### src/hw/rtl/npc_pkg.sv
`timescale 1ns / 1ps
package npc_pkg;

  localparam int IndexReach = 64;
  localparam int ResetColors = 56;
  localparam logic [6:0] ResetCount = 7'd56;
  localparam logic OpClassify = 1'b0;
  localparam logic OpWrite = 1'b1;

  typedef struct packed {
    logic wr_en;
    logic pix_load;
    logic rd_en;
    logic first;
    logic last;
  } cmd_t;

  function automatic logic [23:0] reset_color(input logic [7:0] idx);
    logic [23:0] c;
    case (idx)
      8'd0: c = 24'hff0000;
      8'd1: c = 24'h00ff00;
      8'd2: c = 24'h0000ff;
      8'd3: c = 24'hffc0cb;
      8'd4: c = 24'hdc143c;
      8'd5: c = 24'hff1493;
      8'd6: c = 24'hda70d6;
      8'd7: c = 24'hee82ee;
      8'd8: c = 24'hff00ff;
      8'd9: c = 24'h800080;
      8'd10: c = 24'h9400d3;
      8'd11: c = 24'h9932cc;
      8'd12: c = 24'h4b0082;
      8'd13: c = 24'h6a5acd;
      8'd14: c = 24'h483d8b;
      8'd15: c = 24'he6e6fa;
      8'd16: c = 24'h191970;
      8'd17: c = 24'h00008b;
      8'd18: c = 24'h4169e1;
      8'd19: c = 24'h6495ed;
      8'd20: c = 24'hb0c4de;
      8'd21: c = 24'h708090;
      8'd22: c = 24'h4682b4;
      8'd23: c = 24'h87ceeb;
      8'd24: c = 24'h00bfff;
      8'd25: c = 24'h5f9ea0;
      8'd26: c = 24'hf0ffff;
      8'd27: c = 24'h00ffff;
      8'd28: c = 24'h2f4f4f;
      8'd29: c = 24'h008b8b;
      8'd30: c = 24'h40e0d0;
      8'd31: c = 24'h7fffaa;
      8'd32: c = 24'h3cb371;
      8'd33: c = 24'h90ee90;
      8'd34: c = 24'h006400;
      8'd35: c = 24'hadff2f;
      8'd36: c = 24'hf5f5dc;
      8'd37: c = 24'hffff00;
      8'd38: c = 24'h808000;
      8'd39: c = 24'hf0e68c;
      8'd40: c = 24'hffd700;
      8'd41: c = 24'hf5deb3;
      8'd42: c = 24'hffa500;
      8'd43: c = 24'hffdab9;
      8'd44: c = 24'hf4a460;
      8'd45: c = 24'hd2691e;
      8'd46: c = 24'hff7f50;
      8'd47: c = 24'hff4500;
      8'd48: c = 24'hff6347;
      8'd49: c = 24'hf08080;
      8'd50: c = 24'ha52a2a;
      8'd51: c = 24'h800000;
      8'd52: c = 24'hffffff;
      8'd53: c = 24'h808080;
      8'd54: c = 24'ha9a9a9;
      8'd55: c = 24'h000000;
      default: c = 24'h000000;
    endcase
    return c;
  endfunction

endpackage

### src/hw/rtl/npc_ctrl.sv
`timescale 1ns / 1ps
module npc_ctrl #(
  parameter int PALETTE_DEPTH = 64
) (
  input  logic                             clk_i,
  input  logic                             rst_ni,
  input  logic                             start,
  output logic                             busy,
  input  logic                             operation_i,
  input  logic                             cfg_valid_i,
  output logic                             cfg_ready_o,
  input  logic [6:0]                       cfg_data_i,
  input  logic                             scan_done_i,
  output npc_pkg::cmd_t                    cmd_o,
  output logic [$clog2(PALETTE_DEPTH)-1:0] addr_o
);

  localparam int AW = $clog2(PALETTE_DEPTH);
  localparam int MaxN = (PALETTE_DEPTH < npc_pkg::IndexReach) ? PALETTE_DEPTH
                                                               : npc_pkg::IndexReach;

  localparam logic [1:0] StIdle  = 2'd0;
  localparam logic [1:0] StScan  = 2'd1;
  localparam logic [1:0] StDrain = 2'd2;

  logic [1:0]    state_q, state_d;
  logic [6:0]    entries_q;
  logic [AW-1:0] cnt_q, cnt_d;
  logic [AW-1:0] last_q, last_d;
  logic [6:0]    n_eff;
  logic [6:0]    last_full;
  logic [31:0]   last_ext;
  logic          accept;
  logic          at_last;

  assign busy        = (state_q != StIdle);
  assign cfg_ready_o = 1'b1;
  assign accept      = start && !busy;
  assign at_last     = (cnt_q == last_q);
  assign addr_o      = cnt_q;

  always_comb begin
    if (entries_q == 7'd0) begin
      n_eff = 7'd1;
    end else if (entries_q > 7'(MaxN)) begin
      n_eff = 7'(MaxN);
    end else begin
      n_eff = entries_q;
    end
    last_full = n_eff - 7'd1;
    last_ext  = 32'(last_full);
  end

  always_comb begin
    state_d        = state_q;
    cnt_d          = cnt_q;
    last_d         = last_q;
    cmd_o          = '0;
    cmd_o.first    = (cnt_q == '0);
    cmd_o.last     = at_last;
    case (state_q)
      StIdle: begin
        if (accept) begin
          if (operation_i == npc_pkg::OpWrite) begin
            cmd_o.wr_en = 1'b1;
          end else begin
            cmd_o.pix_load = 1'b1;
            cnt_d          = '0;
            last_d         = last_ext[AW-1:0];
            state_d        = StScan;
          end
        end
      end
      StScan: begin
        cmd_o.rd_en = 1'b1;
        if (at_last) begin
          state_d = StDrain;
        end else begin
          cnt_d = cnt_q + 1'b1;
        end
      end
      StDrain: begin
        if (scan_done_i) begin
          state_d = StIdle;
        end
      end
      default: begin
        state_d = StIdle;
      end
    endcase
  end

  always_ff @(posedge clk_i or negedge rst_ni) begin
    if (!rst_ni) begin
      state_q   <= StIdle;
      cnt_q     <= '0;
      last_q    <= '0;
      entries_q <= npc_pkg::ResetCount;
    end else begin
      state_q <= state_d;
      cnt_q   <= cnt_d;
      last_q  <= last_d;
      if (cfg_valid_i && cfg_ready_o) begin
        entries_q <= cfg_data_i;
      end
    end
  end

endmodule

### src/hw/rtl/npc_datapath.sv
`timescale 1ns / 1ps
module npc_datapath #(
  parameter int PALETTE_DEPTH = 64
) (
  input  logic                             clk_i,
  input  logic                             rst_ni,
  input  npc_pkg::cmd_t                    cmd_i,
  input  logic [$clog2(PALETTE_DEPTH)-1:0] addr_i,
  input  logic [15:0]                      pixel_rgb565_i,
  input  logic [5:0]                       entry_index_i,
  input  logic [23:0]                      entry_rgb888_i,
  output logic                             scan_done_o,
  output logic                             result_valid_o,
  output logic [5:0]                       color_index_o,
  output logic [17:0]                      color_distance_o
);

  localparam int AW = $clog2(PALETTE_DEPTH);

  logic [23:0]              mem [PALETTE_DEPTH];
  logic [PALETTE_DEPTH-1:0] written_q;

  logic [7:0]    r_q, g_q, b_q;
  logic [23:0]   rdata_q;
  logic          rwritten_q;
  logic          s1_valid_q, s1_first_q, s1_last_q;
  logic [AW-1:0] s1_idx_q;
  logic [15:0]   sq_r_q, sq_g_q, sq_b_q;
  logic          s2_valid_q, s2_first_q, s2_last_q;
  logic [AW-1:0] s2_idx_q;
  logic [17:0]   best_dist_q;
  logic [AW-1:0] best_idx_q;
  logic          result_valid_q;
  logic [5:0]    color_index_q;
  logic [17:0]   color_distance_q;

  logic [31:0]   widx_ext;
  logic [AW-1:0] waddr;
  logic          wr_hit;
  logic [23:0]   color;
  logic [7:0]    dr, dg, db;
  logic [17:0]   sum;
  logic          take;
  logic [AW-1:0] new_idx;
  logic [17:0]   new_dist;
  logic [31:0]   out_idx_ext;

  function automatic logic [7:0] abs_diff(input logic [7:0] a, input logic [7:0] b);
    return (a > b) ? (a - b) : (b - a);
  endfunction

  assign widx_ext = 32'(entry_index_i);
  assign waddr    = widx_ext[AW-1:0];
  assign wr_hit   = cmd_i.wr_en && (widx_ext < 32'(PALETTE_DEPTH));

  always_ff @(posedge clk_i) begin
    if (wr_hit) begin
      mem[waddr] <= entry_rgb888_i;
    end
    if (cmd_i.rd_en) begin
      rdata_q <= mem[addr_i];
    end
  end

  always_ff @(posedge clk_i or negedge rst_ni) begin
    if (!rst_ni) begin
      written_q <= '0;
    end else if (wr_hit) begin
      written_q[waddr] <= 1'b1;
    end
  end

  always_comb begin
    color = rwritten_q ? rdata_q : npc_pkg::reset_color(8'(s1_idx_q));
    dr    = abs_diff(r_q, color[23:16]);
    dg    = abs_diff(g_q, color[15:8]);
    db    = abs_diff(b_q, color[7:0]);
  end

  always_comb begin
    sum      = 18'(sq_r_q) + 18'(sq_g_q) + 18'(sq_b_q);
    take     = s2_first_q || (sum < best_dist_q);
    new_idx  = take ? s2_idx_q : best_idx_q;
    new_dist = take ? sum : best_dist_q;
    out_idx_ext = 32'(new_idx);
  end

  assign scan_done_o = s2_valid_q && s2_last_q;

  always_ff @(posedge clk_i) begin
    if (cmd_i.pix_load) begin
      r_q <= {pixel_rgb565_i[15:11], 3'b000};
      g_q <= {pixel_rgb565_i[10:5], 2'b00};
      b_q <= {pixel_rgb565_i[4:0], 3'b000};
    end
    rwritten_q <= written_q[addr_i];
    s1_first_q <= cmd_i.first;
    s1_last_q  <= cmd_i.last;
    s1_idx_q   <= addr_i;
    sq_r_q     <= 16'(dr * dr);
    sq_g_q     <= 16'(dg * dg);
    sq_b_q     <= 16'(db * db);
    s2_first_q <= s1_first_q;
    s2_last_q  <= s1_last_q;
    s2_idx_q   <= s1_idx_q;
    if (s2_valid_q) begin
      best_dist_q <= new_dist;
      best_idx_q  <= new_idx;
    end
    if (scan_done_o) begin
      color_index_q    <= out_idx_ext[5:0];
      color_distance_q <= new_dist;
    end
  end

  always_ff @(posedge clk_i or negedge rst_ni) begin
    if (!rst_ni) begin
      s1_valid_q     <= 1'b0;
      s2_valid_q     <= 1'b0;
      result_valid_q <= 1'b0;
    end else begin
      s1_valid_q     <= cmd_i.rd_en;
      s2_valid_q     <= s1_valid_q;
      result_valid_q <= scan_done_o;
    end
  end

  assign result_valid_o   = result_valid_q;
  assign color_index_o    = color_index_q;
  assign color_distance_o = color_distance_q;

endmodule

### src/hw/rtl/nearest_palette_color.sv
// Nearest palette color search, one palette entry compared per cycle.
// Classify: the n entries searched pass the read and squared-difference registers
// and the compare; busy stays high until the strobe, so pixels do not overlap.
// Palette write: done at the accepting edge, no result, next item the next cycle.
// Reset clears the written flags, so the palette reads back the built-in colors.
// The receiver cannot stall: result_valid_o is high for exactly one cycle per result.
`timescale 1ns / 1ps
module nearest_palette_color #(
  parameter int PALETTE_DEPTH = 64
) (
  input  logic        clk_i,
  input  logic        rst_ni,
  input  logic        start,
  output logic        busy,
  input  logic        operation_i,
  input  logic [15:0] pixel_rgb565_i,
  input  logic [5:0]  entry_index_i,
  input  logic [23:0] entry_rgb888_i,
  input  logic        cfg_valid_i,
  output logic        cfg_ready_o,
  input  logic [6:0]  cfg_data_i,
  output logic        result_valid_o,
  output logic [5:0]  color_index_o,
  output logic [17:0] color_distance_o
);

  localparam int AW = $clog2(PALETTE_DEPTH);

  npc_pkg::cmd_t cmd;
  logic [AW-1:0] addr;
  logic          scan_done;

  npc_ctrl #(
    .PALETTE_DEPTH(PALETTE_DEPTH)
  ) u_ctrl (
    .clk_i       (clk_i),
    .rst_ni      (rst_ni),
    .start       (start),
    .busy        (busy),
    .operation_i (operation_i),
    .cfg_valid_i (cfg_valid_i),
    .cfg_ready_o (cfg_ready_o),
    .cfg_data_i  (cfg_data_i),
    .scan_done_i (scan_done),
    .cmd_o       (cmd),
    .addr_o      (addr)
  );

  npc_datapath #(
    .PALETTE_DEPTH(PALETTE_DEPTH)
  ) u_datapath (
    .clk_i            (clk_i),
    .rst_ni           (rst_ni),
    .cmd_i            (cmd),
    .addr_i           (addr),
    .pixel_rgb565_i   (pixel_rgb565_i),
    .entry_index_i    (entry_index_i),
    .entry_rgb888_i   (entry_rgb888_i),
    .scan_done_o      (scan_done),
    .result_valid_o   (result_valid_o),
    .color_index_o    (color_index_o),
    .color_distance_o (color_distance_o)
  );

endmodule

### config.mk
export PLATFORM = sky130hd
export DESIGN_NAME = nearest_palette_color
export DESIGN_NICKNAME = d
export VERILOG_FILES = /design/src/hw/rtl/npc_pkg.sv /design/src/hw/rtl/npc_ctrl.sv /design/src/hw/rtl/npc_datapath.sv /design/src/hw/rtl/nearest_palette_color.sv
export SDC_FILE = /design/constraint.sdc
export NUM_CORES = 2
export LEC_CHECK = 0
export BUFFER_PORTS_ARGS = -buffer_cell sky130_fd_sc_hd__buf_4
export CAP_MARGIN = 5
export CORE_MARGIN = 4
export CORE_UTILIZATION = 55
export DETAILED_ROUTE_END_ITERATION = 12
export PLACE_DENSITY_LB_ADDON = 0.05
export SETUP_SLACK_MARGIN = 0.1
export SLEW_MARGIN = 15
export SYNTH_ARGS = -nofsm -noshare
export SYNTH_HDL_FRONTEND = slang
export SYNTH_SLANG_ARGS = --single-unit
export TNS_END_PERCENT = 100
### constraint.sdc
create_clock -name clk_i -period 10.1 [get_ports clk_i]
set_clock_uncertainty 0.05 [all_clocks]
set_input_delay 0.505 -clock clk_i [delete_from_list [all_inputs] [get_ports clk_i]]
set_output_delay 0.505 -clock clk_i [all_outputs]
set_load 0.1 [all_outputs]
==> Word-level counts from Yosys, hierarchy flattened <==
Memory sizes are Yosys's and may differ from the RTL's. A register that Yosys moved wholly into a read port is not among the register bits.
Cells that the tools add are included.
{ "classes": {"addsub": 10, "n_mul": 3, "magnitude_cmp": 9, "eq_ne": 8, "muxes": 28, "n_bitwise": 2, "reduce_logical": 14} }
{ "ops": {"columns": ["operator", "count"], "rows": [
  ["$or A64 B64 Y64", 1],
  ["$mul A8 B8 Y16", 3],
  ["$sub A8 B8 Y8", 6],
  ["$mux W6", 6],
  ["$gt A8 B8 Y1", 3],
  ["$mux W24", 1],
  ["$mux W8", 3],
  ["$lt A6 B7 Y1 const B", 3],
  ["$add A18 B16 Y18", 1],
  ["$lt A18 B18 Y1", 1],
  ["$mux W18", 1],
  ["$add A16 B16 Y17", 1],
  ["$mux W2", 6],
  ["$pmux W6 S2", 1],
  ["$reduce_and A4 Y1", 2],
  ["$gt A7 B7 Y1 const B", 1],
  ["$logic_not A7 Y1", 1],
  ["$mux W1", 7],
  ["$add A6 B1 Y6 const B", 1],
  ["$bmux W1 S6", 1],
  ["$demux W1 S6", 1],
  ["$eq A6 B6 Y1", 1],
  ["$ge A6 B1 Y1 const B", 1],
  ["$logic_not A6 Y1", 1],
  ["13 further kinds", 20]
]} }
{ "totals": {"register_bits": 217, "mem_bits_rw": 1536, "mem_bits_ro": 1536, "n_memories": 2} }
{ "memory_table": {"columns": ["name", "depth", "width", "rd", "rd_ports_with_merged_regs", "write_ports", "line", "source"], "rows": [
  ["(no name shown)", 64, 24, 1, 1, 0, "npc_pkg.sv:20", "case (idx)"],
  ["u_datapath.mem", 64, 24, 1, 1, 1, "npc_datapath.sv:20", "logic [23:0] mem [PALETTE_DEPTH];"]
]} }

==> Longest topological paths before layout <==
{ "depth": {"depth_word": 8, "mapped_depth": 29, "ltp_nobuf": 25} }

==> Cells and area by module <==
From an unflattened synthesis, not the netlist that was laid out.
{ "hier_totals": {"hier_cells": 4307, "hier_area_um2": 76863.7} }
{ "modules_own_cells": {"columns": ["module", "n_inst", "cells_per_inst", "area_each_um2", "seq_area_each_um2"], "rows": [
  ["npc_datapath", 1, 4197, 75748.9, 52165.0],
  ["npc_ctrl", 1, 110, 1114.8, 529.3]
]} }

==> Worst setup path after synthesis <==
No wires, ideal clock.
{ "synth_timing": {"kind": "register -> register", "startpoint": "reg u_datapath.rwritten_q", "endpoint": "reg u_datapath.sq_g_q[15]", "setup_ns": 0.121, "t_arrival_ns": 7.163, "t_required_ns": 9.929, "path_slack_ns": 2.766, "path_stages_with_launch": 30, "cell_sequence": "dfxtp_1 > buf_6 > buf_2 > buf_1 > mux2i_1 > inv_1 > ha_1 > buf_2 > a211oi_1 > o21bai_1 > o22ai_2 > mux2i_1 > xor2_1 > buf_2 > nor2_1 > inv_1 > fa_1 > inv_1 > fa_1 > inv_1 > fa_1 > fa_1 > inv_1 > ha_1 > or2_2 > a21oi_1 > nor3_1 > a2111oi_0 > a21oi_1 > xor2_1"} }
{ "synth_via": {"elab_chain_len": 4} }
{ "synth_rtl": {"columns": ["item", "line", "source"], "rows": [
  ["start, declared", "npc_datapath.sv:25", "logic rwritten_q;"],
  ["start signal, assigned", "npc_datapath.sv:96", "rwritten_q <= written_q[addr_i];"],
  ["$mux W24 *", "npc_datapath.sv:74", "color = rwritten_q ? rdata_q : npc_pkg::reset_color(8'(s1_idx_q));"],
  ["$sub A8 B8 Y8 or $gt A8 B8 Y1 (tied branches)", "npc_datapath.sv:49", "return (a > b) ? (a - b) : (b - a);"],
  ["$mux W8 *", "npc_datapath.sv:49", null],
  ["$mul A8 B8 Y16 *", "npc_datapath.sv:101", "sq_g_q <= 16'(dg * dg);"],
  ["end signal, assigned", "npc_datapath.sv:101", null],
  ["end, declared", "npc_datapath.sv:28", "logic [15:0] sq_r_q, sq_g_q, sq_b_q;"]
]} }
Mark *: on every way between the ends. The rest lies on a longest branch, timed or not.
A chain may end at the register's enable or synchronous reset.

==> Worst setup path in the final report <==
Ends and elaborated chain as after synthesis.

==> results.cfg <==
[yosys]
synth_edf_count = 1624
synth_seq_cells = 1798
synth_area_per_cell_um2 = 18.2
synth_area_leaders = edfxtp_1 64%, mux4_2 14%, ha_1 3.0%
ys_seq_area_frac = 0.687
synth_area_um2 = 76700
async_flop_share = 0.0489
yosysMostFrequentCell = edfxtp_1
syn_inst = 4212
yosysTopAreaCellShare = 0.636
synth_flop_cell = edfxtp_1
yosys-top-cells-count = 1624 x edfxtp_1, 471 x mux4_2, 250 x nor2_1
yosys_warnings = 0
yosys.area.top_type = edfxtp_1
synth.distinct_cells = 84

[run]
drv_cap = 0

[worst_setup_path]
reg2reg_depth = 21
slowest_stage = dfxtp_2
critical_path.max_stage_delay_ns = 0.92
cp-end-kind = register
worstPathCellList = mux2i_1, ha_1, a211oi_1, nor3_2, o22ai_2, mux2i_1, xor2_1, nor2_1, fa_1, fa_1, inv_1, fa_1, fa_1, inv_1, ha_1, or2_2, a21oi_1, nor3_1, a2111oi_0, a21oi_1, xor2_1
cp-start-kind = register
path_depth = 21
critPathBufInv = 2
crit_top_cell = fa_1
critical_path_class = register to register
worst-path-max-fanout = 28
cp.required_ns = 10.69
worstPathArrival_ns = 8.45
critPathTopFamily = adder cells

[routing]
wl_per_cell_um = 29.5
viasPerCell = 6.20
drt_iter0_markers = 3689
drcViolationCount = 0
via_count = 39491
drtPass1Iterations = 6
wirelength_um = 188000
ant_nets = 0

[clock_network]
cts_setup_buffers = 0
clock_latency_ns = 0.80
cts_tree = done
cts.sinks = 1798
ctsHtreeMaxLevel = 4
cts_root_buffer = clkbuf_16
cts.repair.resized = 0
ctsLongestPathBuffers = 3
clkTransAtPathRegs_ns = 0.05
cts_buffers = 179

[sta]
clock.fmax_mhz = 127
grt_setup_unrepaired = no
max_slew_margin = 0.172
setup_viol = 0
tightest_slew_ns = 1.24
setup-tns-final_ns = 0
slew_viol_final = 0
timing.final.crit_share = 0.778
final_hold_viol_count = 0
period_needed_ns = 7.86

[placement]
hpwlAfterDp_um = 106000
io_buffers = 83
gp_congestion = 0.904

[die]
row_count = 136
die_h_um = 382
pin_count = 85
fp.dieW_um = 382
fp.dieArea_um2 = 146000
coreArea_um2 = 138000
initial_core_util = 0.556

[grt]
grt_pass1_wl_um = 275000
overflow = 0
grt_max_degree = 106
grt_pass1_vias = 40189
antenna_found_initial = 14
grt_use_total = 0.261

[finish]
syn2layout_area_growth_pct = 11.7
drive_gt1_frac = 0.232
nNetsFinal = 4684

[min_path]
hold_depth = 3
min_path_type = input pin to register

[status]
status = complete, no violations
[worst min-delay path: stages]
cell and delay (ns):
buf_4 0.09, or2_2 0.18, o21ai_0 0.09
[repair_timing]
action                                  4_1_cts  5_1_grt
hold buffers                                 32        0
endpoints found under the hold margin        55        0
endpoints found under the setup margin        0        0
[final timing paths]
check	startpoint	to	slack, ns
worst min-delay path	operation_i	u_ctrl.last_q[1]$_DFFE_PN0P_	0.09
worst max-delay path	u_datapath.rwritten_q$_DFF_P_	u_datapath.sq_g_q[15]$_DFF_P_	2.24
worst min register to register	u_datapath.s1_first_q$_DFF_P_	u_datapath.s2_first_q$_DFF_P_	0.27
max in group asynchronous	rst_ni	u_ctrl.addr_o[2]$_DFFE_PN0P_	8.41
worst max register to register	u_datapath.rwritten_q$_DFF_P_	u_datapath.sq_g_q[15]$_DFF_P_	2.24
min in group asynchronous	rst_ni	u_datapath.written_q[61]$_DFFE_PN0P_	0.20
[registers in the layout, summed over array words and instances, names as in the netlist, 7 cells and up, named ones only]
| signal | cells |
|---|---|
| u_datapath.mem | 1536 |
| u_datapath.written_q | 64 |
| u_datapath.rdata_q | 24 |
| u_datapath.best_dist_q | 18 |
| u_datapath.color_distance_o | 18 |
| u_datapath.sq_b_q | 15 |
| u_datapath.sq_g_q | 15 |
| u_datapath.sq_r_q | 15 |
| u_ctrl.entries_q | 7 |
[logic make-up after synthesis]
group	after synthesis	synth area share
flip-flops	1798	0.687
AND/OR/NAND/NOR	630	0.0384
multiplexers	599	0.156
AO/OA/AOI/OAI	425	0.0353
buffers and inverters	389	0.0205
adder cells (fa/ha/maj)	263	0.0506
XOR/XNOR	106	0.0126
other	2	0.0000979
[cells in the final DEF, fill, tap and decap left out, types with 31 or more instances in the layout]
| master | synthesis | routed |
|---|---|---|
| nand3_1 | 33 | 33 |
| nor2_4 | 0 | 62 |
| mux4_2 | 471 | 471 |
| o21ai_0 | 74 | 74 |
| dfrtp_1 | 85 | 79 |
| inv_1 | 191 | 188 |
| nand2_1 | 140 | 138 |
| or2_2 | 78 | 78 |
| fa_1 | 79 | 79 |
| mux2_2 | 32 | 32 |
| xor2_1 | 31 | 31 |
| xnor2_1 | 70 | 70 |
| buf_4 | 2 | 127 |
| clkbuf_16 | 0 | 188 |
| o221ai_1 | 31 | 31 |
| edfxtp_1 | 1624 | 1624 |
| a21oi_1 | 149 | 149 |
| clkbuf_1 | 97 | 60 |
| dfxtp_1 | 86 | 85 |
| ha_1 | 184 | 184 |
| mux2i_1 | 92 | 92 |
| dlygate4sd3_1 | 0 | 32 |
| nor2_1 | 250 | 186 |
| a31oi_1 | 40 | 40 |
[cell type report]
class / count / area, um^2
clock inverter: 67 / 581
tap: 1863 / 2330
clock buffer: 255 / 5030
fill: 9825 / 52300
antenna: 5 / 12.5
multi-input combinational: 2026 / 23000
sequential: 1798 / 52700
inverter: 195 / 742
timing repair buffer: 163 / 1350
[through the flow]
| stage | setup WS, ns | hold slack [ns] | std cells | utilization | cell area [um^2] |
|---|---|---|---|---|---|
| detailed placement | 2.20 | 0.262 | 6012 | 0.578 | 79800 |
| global route | 1.62 | 0.0966 | 6368 | 0.621 | 85700 |
| floorplan | 2.77 | 0.159 | 4213 | - | 76700 |
| finish | 2.24 | 0.0920 | 6372 | 0.621 | 85700 |
| CTS | 2.16 | 0.0388 | 6366 | 0.621 | 85700 |
| global placement | 2.35 | 0.261 | 6012 | 0.578 | 79800 |
[per-layer routing]
metal | GRT usage | share of wire | vias to the layer above
met5 | 0 | 0.00022 | -
met4 | 0.0884 | 0.033 | 6
met2 | 0.428 | 0.49 | 1492
met3 | 0.0432 | 0.068 | 289
met1 | 0.363 | 0.41 | 20770
li1 | - | - | 16934
Power is not shown: default switching activity piles up to over one toggle a cycle in this logic, so the estimate is an artifact.
